<file path="src/hof_pkg.sv">
//==============================================================================
// hof_pkg
// shared constants and types for the hampel outlier filter
//==============================================================================
`default_nettype none
package hof_pkg;

  localparam int WINDOW_MAX_DEF = 16;
  localparam int SAMPLE_W       = 16;
  localparam int DEV_W          = 17;   // absolute deviation, unsigned
  localparam int VAL_W          = 18;   // signed working width for sorted values
  localparam int LEN_W          = 5;
  localparam int THR_W          = 8;
  localparam int LEN_RESET      = 5;
  localparam int THR_RESET      = 3;

  localparam logic [0:0] REG_WINDOW_LENGTH = 1'd0;
  localparam logic [0:0] REG_THRESHOLD     = 1'd1;

  // cell control: load clears the chain, push inserts a value
  typedef struct packed {
    logic load;
    logic push;
  } cell_ctl_t;

endpackage
`default_nettype wire

</file>
<file path="src/hampel_outlier_filter.sv">
//==============================================================================
// hampel_outlier_filter
// sliding-window median / median absolute deviation outlier replacement
//==============================================================================
// usage:
//   input channel sample_valid/sample_stall carries one signed sample per item;
//   output channel filtered_valid/filtered_stall carries one result per item.
//   config: cfg_we/cfg_index/cfg_data, written while idle; writing
//   window_length restarts the window fill.
// timing:
//   per item: a write into the window store, insertion of the n window values into
//   the sorting cell row, a median read, insertion of the n absolute deviations,
//   a second median read and the compare, with n up to WINDOW_MAX.
//   with fewer than two values held the item passes straight through from idle.
//   the cell row takes one value per cycle.
//   one item is processed at a time; a new item is taken once the previous
//   result has left the output register or leaves it in the same cycle.
// reset:
//   window empty, window_length 5, threshold 3, no result pending.
//   a stalled result holds on the output until taken.
//==============================================================================
`default_nettype none
module hampel_outlier_filter #(
  parameter int WINDOW_MAX = hof_pkg::WINDOW_MAX_DEF
) (
  input  wire                             clk,
  input  wire                             rst,
  input  wire                             cfg_we,
  input  wire [0:0]                       cfg_index,
  input  wire [7:0]                       cfg_data,
  input  wire                             sample_valid,
  output logic                            sample_stall,
  input  wire signed [hof_pkg::SAMPLE_W-1:0] sample,
  output logic                            filtered_valid,
  input  wire                             filtered_stall,
  output logic signed [hof_pkg::SAMPLE_W-1:0] filtered
);
  import hof_pkg::*;
  localparam int CW = $clog2(WINDOW_MAX+1);
  localparam int IW = (WINDOW_MAX > 1) ? $clog2(WINDOW_MAX) : 1;

  typedef enum logic [2:0] {
    S_IDLE, S_SORT1, S_MED1, S_SORT2, S_MED2, S_DONE
  } state_t;

  state_t state;
  logic [LEN_W-1:0] window_length;
  logic [THR_W-1:0] threshold;
  logic signed [SAMPLE_W-1:0] window_store [WINDOW_MAX];
  logic [IW-1:0] write_slot;
  logic window_full;
  logic [CW-1:0] count, idx;
  logic signed [SAMPLE_W-1:0] cur, rd_val;
  logic signed [VAL_W-1:0] med, mad;
  logic signed [VAL_W-1:0] new_val, chain_med;
  cell_ctl_t ctl;

  // effective length
  logic [CW-1:0] len;
  always_comb begin
    if (window_length == '0) len = CW'(1);
    else if (32'(window_length) > WINDOW_MAX) len = CW'(WINDOW_MAX);
    else len = CW'(window_length);
  end

  assign rd_val = window_store[idx[IW-1:0]];

  logic signed [VAL_W-1:0] dev;
  assign dev = VAL_W'(rd_val) - med;

  always_comb begin
    ctl.load = (state == S_MED1) || (state == S_IDLE);
    ctl.push = (state == S_SORT1) || (state == S_SORT2);
    if (state == S_SORT2) new_val = (dev < 0) ? -dev : dev;
    else new_val = VAL_W'(rd_val);
  end

  hof_sort_chain #(.WINDOW_MAX(WINDOW_MAX)) u_chain (
    .clk(clk), .ctl(ctl), .new_val(new_val), .count(count), .median(chain_med)
  );

  logic [IW-1:0] slot_wr;
  logic [CW-1:0] slot_inc;
  always_comb begin
    slot_wr = (CW'(write_slot) >= len) ? '0 : write_slot;
    slot_inc = CW'(slot_wr) + CW'(1);
  end

  logic signed [VAL_W-1:0] distance;
  logic [DEV_W+THR_W-1:0] prod;
  always_comb begin
    distance = VAL_W'(cur) - med;
    if (distance < 0) distance = -distance;
    prod = DEV_W'(mad) * threshold;
  end

  assign sample_stall = (state != S_IDLE) || (filtered_valid && filtered_stall);

  always_ff @(posedge clk) begin
    if (filtered_valid && !filtered_stall) filtered_valid <= 1'b0;
    case (state)
      S_IDLE: begin
        if (sample_valid && !sample_stall) begin
          cur <= sample;
          window_store[slot_wr] <= sample;
          idx <= '0;
          if (slot_inc >= len) begin
            write_slot <= '0;
            window_full <= 1'b1;
            count <= len;
            if (len >= CW'(2)) state <= S_SORT1;
            else begin
              filtered <= sample;
              filtered_valid <= 1'b1;
            end
          end else begin
            write_slot <= slot_inc[IW-1:0];
            count <= window_full ? len : slot_inc;
            if (window_full || slot_inc >= CW'(2)) state <= S_SORT1;
            else begin
              filtered <= sample;
              filtered_valid <= 1'b1;
            end
          end
        end
      end
      S_SORT1: begin
        idx <= idx + CW'(1);
        if (idx == count - CW'(1)) state <= S_MED1;
      end
      S_MED1: begin
        med <= chain_med;
        idx <= '0;
        state <= S_SORT2;
      end
      S_SORT2: begin
        idx <= idx + CW'(1);
        if (idx == count - CW'(1)) state <= S_MED2;
      end
      S_MED2: begin
        mad <= chain_med;
        state <= S_DONE;
      end
      S_DONE: begin
        filtered <= ((DEV_W+THR_W)'(distance) > prod) ? med[SAMPLE_W-1:0] : cur;
        filtered_valid <= 1'b1;
        state <= S_IDLE;
      end
      default: state <= S_IDLE;
    endcase
    if (cfg_we) begin
      case (cfg_index)
        REG_WINDOW_LENGTH: begin
          window_length <= cfg_data[LEN_W-1:0];
          write_slot <= '0;
          window_full <= 1'b0;
        end
        REG_THRESHOLD: threshold <= cfg_data;
        default: ;
      endcase
    end
    if (rst) begin
      state <= S_IDLE;
      filtered_valid <= 1'b0;
      window_length <= LEN_W'(LEN_RESET);
      threshold <= THR_W'(THR_RESET);
      write_slot <= '0;
      window_full <= 1'b0;
    end
  end
endmodule
`default_nettype wire

</file>
<file path="src/hof_sort_cell.sv">
//==============================================================================
// hof_sort_cell
// one slot of an insertion sorting chain; values stay ascending along the row
//==============================================================================
`default_nettype none
module hof_sort_cell (
  input  wire                          clk,
  input  wire hof_pkg::cell_ctl_t      ctl,
  input  wire signed [hof_pkg::VAL_W-1:0] new_val,
  input  wire signed [hof_pkg::VAL_W-1:0] prev_val,
  input  wire                          prev_used,
  input  wire                          prev_gt,
  output logic signed [hof_pkg::VAL_W-1:0] val,
  output logic                         used,
  output logic                         gt
);
  import hof_pkg::*;

  // gt: this cell holds a value greater than the new one (or is empty)
  assign gt = !used || (val > new_val);

  always_ff @(posedge clk) begin
    if (ctl.load) begin
      used <= 1'b0;
    end else if (ctl.push) begin
      if (gt) begin
        if (prev_gt) begin
          // empty neighbor means this cell stays empty
          if (prev_used) begin
            used <= 1'b1;
            val <= prev_val;
          end
        end else begin
          used <= 1'b1;
          val <= new_val;
        end
      end
    end
  end
endmodule
`default_nettype wire

</file>
<file path="src/hof_sort_chain.sv">
//==============================================================================
// hof_sort_chain
// row of sorting cells, one value inserted per cycle, median read at the end
//==============================================================================
`default_nettype none
module hof_sort_chain #(
  parameter int WINDOW_MAX = hof_pkg::WINDOW_MAX_DEF
) (
  input  wire                              clk,
  input  wire hof_pkg::cell_ctl_t          ctl,
  input  wire signed [hof_pkg::VAL_W-1:0]  new_val,
  input  wire [$clog2(WINDOW_MAX+1)-1:0]   count,
  output logic signed [hof_pkg::VAL_W-1:0] median
);
  import hof_pkg::*;
  localparam int CW = $clog2(WINDOW_MAX+1);
  localparam int IW = (WINDOW_MAX > 1) ? $clog2(WINDOW_MAX) : 1;

  logic signed [VAL_W-1:0] vals [WINDOW_MAX];
  logic                    used [WINDOW_MAX];
  logic                    gts  [WINDOW_MAX];

  for (genvar k = 0; k < WINDOW_MAX; k++) begin : g_cell
    hof_sort_cell u_cell (
      .clk      (clk),
      .ctl      (ctl),
      .new_val  (new_val),
      .prev_val ((k == 0) ? vals[0] : vals[(k == 0) ? 0 : k-1]),
      .prev_used((k == 0) ? 1'b0 : used[(k == 0) ? 0 : k-1]),
      .prev_gt  ((k == 0) ? 1'b0 : gts[(k == 0) ? 0 : k-1]),
      .val      (vals[k]),
      .used     (used[k]),
      .gt       (gts[k])
    );
  end

  logic [CW-1:0] hi_idx, lo_idx;
  logic signed [VAL_W:0] sum;
  always_comb begin
    hi_idx = count >> 1;
    lo_idx = (count[0]) ? hi_idx : hi_idx - CW'(1);
    sum = VAL_W'(0) + {vals[lo_idx[IW-1:0]][VAL_W-1], vals[lo_idx[IW-1:0]]}
          + {vals[hi_idx[IW-1:0]][VAL_W-1], vals[hi_idx[IW-1:0]]};
    median = sum[VAL_W:1];
  end
endmodule
`default_nettype wire
</file>
<file path="config.mk">
export PLATFORM = sky130hd
export DESIGN_NAME = hampel_outlier_filter
export DESIGN_NICKNAME = d
export VERILOG_FILES = /design/src/hof_pkg.sv /design/src/hampel_outlier_filter.sv /design/src/hof_sort_cell.sv /design/src/hof_sort_chain.sv
export SDC_FILE = /design/constraint.sdc
export NUM_CORES = 2
export LEC_CHECK = 0
export CORE_MARGIN = 3
export CORE_UTILIZATION = 59
export CTS_BUF_LIST = sky130_fd_sc_hd__clkbuf_8
export DETAILED_ROUTE_END_ITERATION = 8
export DONT_BUFFER_PORTS = 1
export PLACE_DENSITY = 0.73
export SYNTH_ARGS = -nofsm -noshare
export SYNTH_HDL_FRONTEND = slang
export SYNTH_SLANG_ARGS = --single-unit
</file>
<file path="constraint.sdc">
create_clock -name clk -period 11.84 [get_ports clk]
set_clock_uncertainty 0.15 [all_clocks]
set_input_delay 1.184 -clock clk [delete_from_list [all_inputs] [get_ports clk]]
set_output_delay 1.184 -clock clk [all_outputs]
set_load 0.02 [all_outputs]
</file>
==> results.json <==
{
  "yosysTopAreaCell": "edfxtp_1",
  "critPathKind": "reg2reg",
  "timing.fmax_mhz": 101,
  "tns_ns": 0,
  "cap_viol_max_count": 0,
  "clkLatencyLatePin_ns": 0.78,
  "drtPass1Iterations": 5,
  "drc": 0,
  "cts.sinks": 663,
  "io_buffer_count": 0,
  "yosysWarnings": 0,
  "fin_crit_sh_pct": 83.8,
  "finalHoldViolCount": 0,
  "syn_inst": 3659,
  "rr_worst_depth": 25,
  "clock_path_buffers": 3,
  "fill_cells": 5757,
  "slew_headroom_pct": 12.6,
  "clk_pin_slew_ns": 0.06,
  "synth_most_common_cell": "edfxtp_1",
  "synth_top_cell_area_share_pct": 40.6,
  "drt-total-wl_um": 134000,
  "drive_gt1_share_pct": 18.7,
  "fp-row-count": 101,
  "synth-edff-count": 621,
  "ir_worst_vdd_mv": 0.166,
  "place_ws_ns": 2.14,
  "drt_iter0_markers": 3778,
  "wl_per_cell_um": 27.8,
  "start_kind": "flip-flop",
  "synthFlopType": "edfxtp_1",
  "grt.overflow.total": 0,
  "path_delay_family": "compound AO/OA/AOI/OAI gates",
  "min_path_cells": 2,
  "worst_pin_slew_ns": 1.31,
  "grt_pass1_vias": 31500,
  "grt_max_degree": 107,
  "crit_cells": 25,
  "htree_levels": 3,
  "final_cells": 4814,
  "ys_ff_latch": 663,
  "endpoint_kind": "flip-flop",
  "synth.distinct_cells": 79,
  "syn-num-nets": 4179,
  "final_nets": 4210,
  "status": "complete, no violations",
  "synth_area_um2": 45900,
  "dp.cells": 4610,
  "io_pins": 48,
  "power_density_nw_per_um2": 213,
  "syn2layout_area_growth_pct": 7.83,
  "hold_buffers": 0,
  "synth_area_leaders": "edfxtp_1, ha_1, mux4_2",
  "viasPerCell": 6.72,
  "cts_setup_buffers": 0,
  "finalSetupViolCount": 0,
  "die_width_um": 285,
  "cp_max_fo": 37,
  "routed-via-count": 32400,
  "gp_congestion": 1.00,
  "cts_resized": 0,
  "ys_top_cells_by_count": "edfxtp_1, ha_1, inv_1, mux2_2, nand2_1",
  "critPathSlowestCell": "xnor2_1",
  "fin_crit_ns": 9.92,
  "max_stage_delay_ns": 0.93,
  "start_util_pct": 60.0,
  "numCtsBuffers": 108,
  "hold_class": "reg2reg",
  "antenna_found_initial": 3,
  "grt_first_pass_wirelength_um": 200000,
  "gr-usage-all-layers_pct": 32.9,
  "crit_required_ns": 12.01,
  "dpl.hpwl_um": 96500,
  "finalWorstSetupSlack_ns": 1.92,
  "avgSynthCellArea_um2": 12.5,
  "ys_seq_area_share_pct": 42.5,
  "crit_top_cell": "a21oi_1",
  "critPathBufInv": 2,
  "async_flop_share_pct": 0,
  "cts_tree": "built",
  "final-max-slew-violation-count": 0,
  "rsz0062_at_grt": "no",
  "cts_root_buf": "clkbuf_8",
  "die_area_um2": 81100,
  "power.leakage_nw": 19.1,
  "crit_arrival_ns": 10.09,
  "die_y_um": 285,
  "core_area_um2": 76500,
  "ant_nets": 0
}
==> worst register-to-register path: stages, from the launching register on <==
cell	delay, ns
dfxtp_4	0.85
buf_4	0.50
mux4_2	0.56
mux4_2	0.50
ha_1	0.45
a211oi_1	0.29
o211ai_1	0.17
o211ai_1	0.23
a21oi_1	0.13
a221o_1	0.39
xnor2_1	0.93
a21oi_1	0.12
xnor2_1	0.18
o21ai_1	0.39
inv_1	0.53
ha_1	0.52
nand3_1	0.10
o21ai_0	0.19
a21oi_1	0.09
nor2b_1	0.10
o21ai_0	0.08
nand2b_1	0.08
a221oi_1	0.11
o31a_1	0.30
a32oi_4	0.71
and3_1	0.84
==> per-stage QoR <==
stage	power (W)	utilization [%]	area, um^2	hold WS (ns)
global placement	0.00829	61.8	47200	0.311
detailed placement	0.00836	61.8	47200	0.319
floorplan	0.00659	-	45900	0.288
finish	0.0105	64.7	49500	0.337
CTS	0.0104	64.7	49500	0.280
global route	0.0111	64.7	49500	0.301
==> routing by layer <==
layer  GRT usage [%]  up-vias  wire [um]
met5           0.774        -         96
met3            7.91      277      14800
met2            47.9     1719      57900
met1            48.2    16300      56000
met4            12.1        4       5070
li1                -    14100          -
==> final timing paths <==
kind,startpoint,end,slack (ns)
min,window_length[1],window_length[1],0.34
min reg2reg,window_length[1],window_length[1],0.34
max,flip-flop,u_chain.g_cell[11].u_cell.val[11],1.92
max reg2reg,flip-flop,u_chain.g_cell[11].u_cell.val[11],1.92
==> flip-flops by register name, summed over array words and instances (netlist names), named ones only <==
signal                      cells
filtered_valid                  1
state                           3
window_store                  256
write_slot                      4
u_chain.g_cell.u_cell.val     288
med                            18
cur                            16
u_chain.g_cell.u_cell.used     16
idx                             5
count                           5
window_full                     1
filtered                       16
threshold                       8
window_length                   5
mad                            17
==> layout by cell type (no fill, tap or decap), types with 12 or more instances in the layout <==
cell / n
nand2_1: 228
a221oi_1: 12
clkinv_1: 31
nor2_1: 164
dfxtp_1: 40
and3_1: 49
mux2_2: 228
o22ai_1: 22
clkinv_2: 16
clkbuf_8: 111
buf_4: 67
o221ai_1: 18
inv_1: 276
and2_1: 96
ha_1: 396
xnor2_1: 84
o21a_1: 22
nor3_1: 39
o2111ai_1: 14
nand2b_1: 29
mux2_1: 41
o21ai_0: 112
a21oi_1: 158
a2111oi_0: 14
nand3_1: 52
a21o_1: 65
nor4_1: 12
o21ai_1: 15
o31a_1: 17
nor2b_1: 33
xor2_1: 41
fa_1: 93
mux4_2: 207
edfxtp_1: 621
o211a_1: 12
mux2i_1: 91
o32ai_1: 12
nand4_1: 31
maj3_1: 12
a31oi_1: 24
==> final cells by class <==
type	instances	area, um^2	share of cell area (%)
multi-input combinational	2598	25000	50.5
sequential	663	19500	39.4
clock buffer	111	1530	3.09
tap	1030	1290	2.61
inverter	250	941	1.90
clock inverter	92	711	1.44
timing repair buffer	69	543	1.10
antenna	1	2.50	0.00506
==> logic make-up after synthesis <==
kind of cell	after synthesis	synth area share, %
adders and majority gates	502	15.1
xor gates and xnor gates	128	2.46
DFF	663	42.5
buffers and inverters	398	3.45
and+or+nand+nor	790	8.49
AOI/OAI and AO/OA	610	9.20
muxes	568	18.8
==> power by group <==
group	switching, W	leakage, nW	internal, W	total (W)
logic	0.00352	11.9	0.00209	0.00561
clock network	0.00101	1.25	0.00105	0.00206
registers	0.000133	5.96	0.00271	0.00285
No activity file was read; power rests on OpenSTA's default activity.
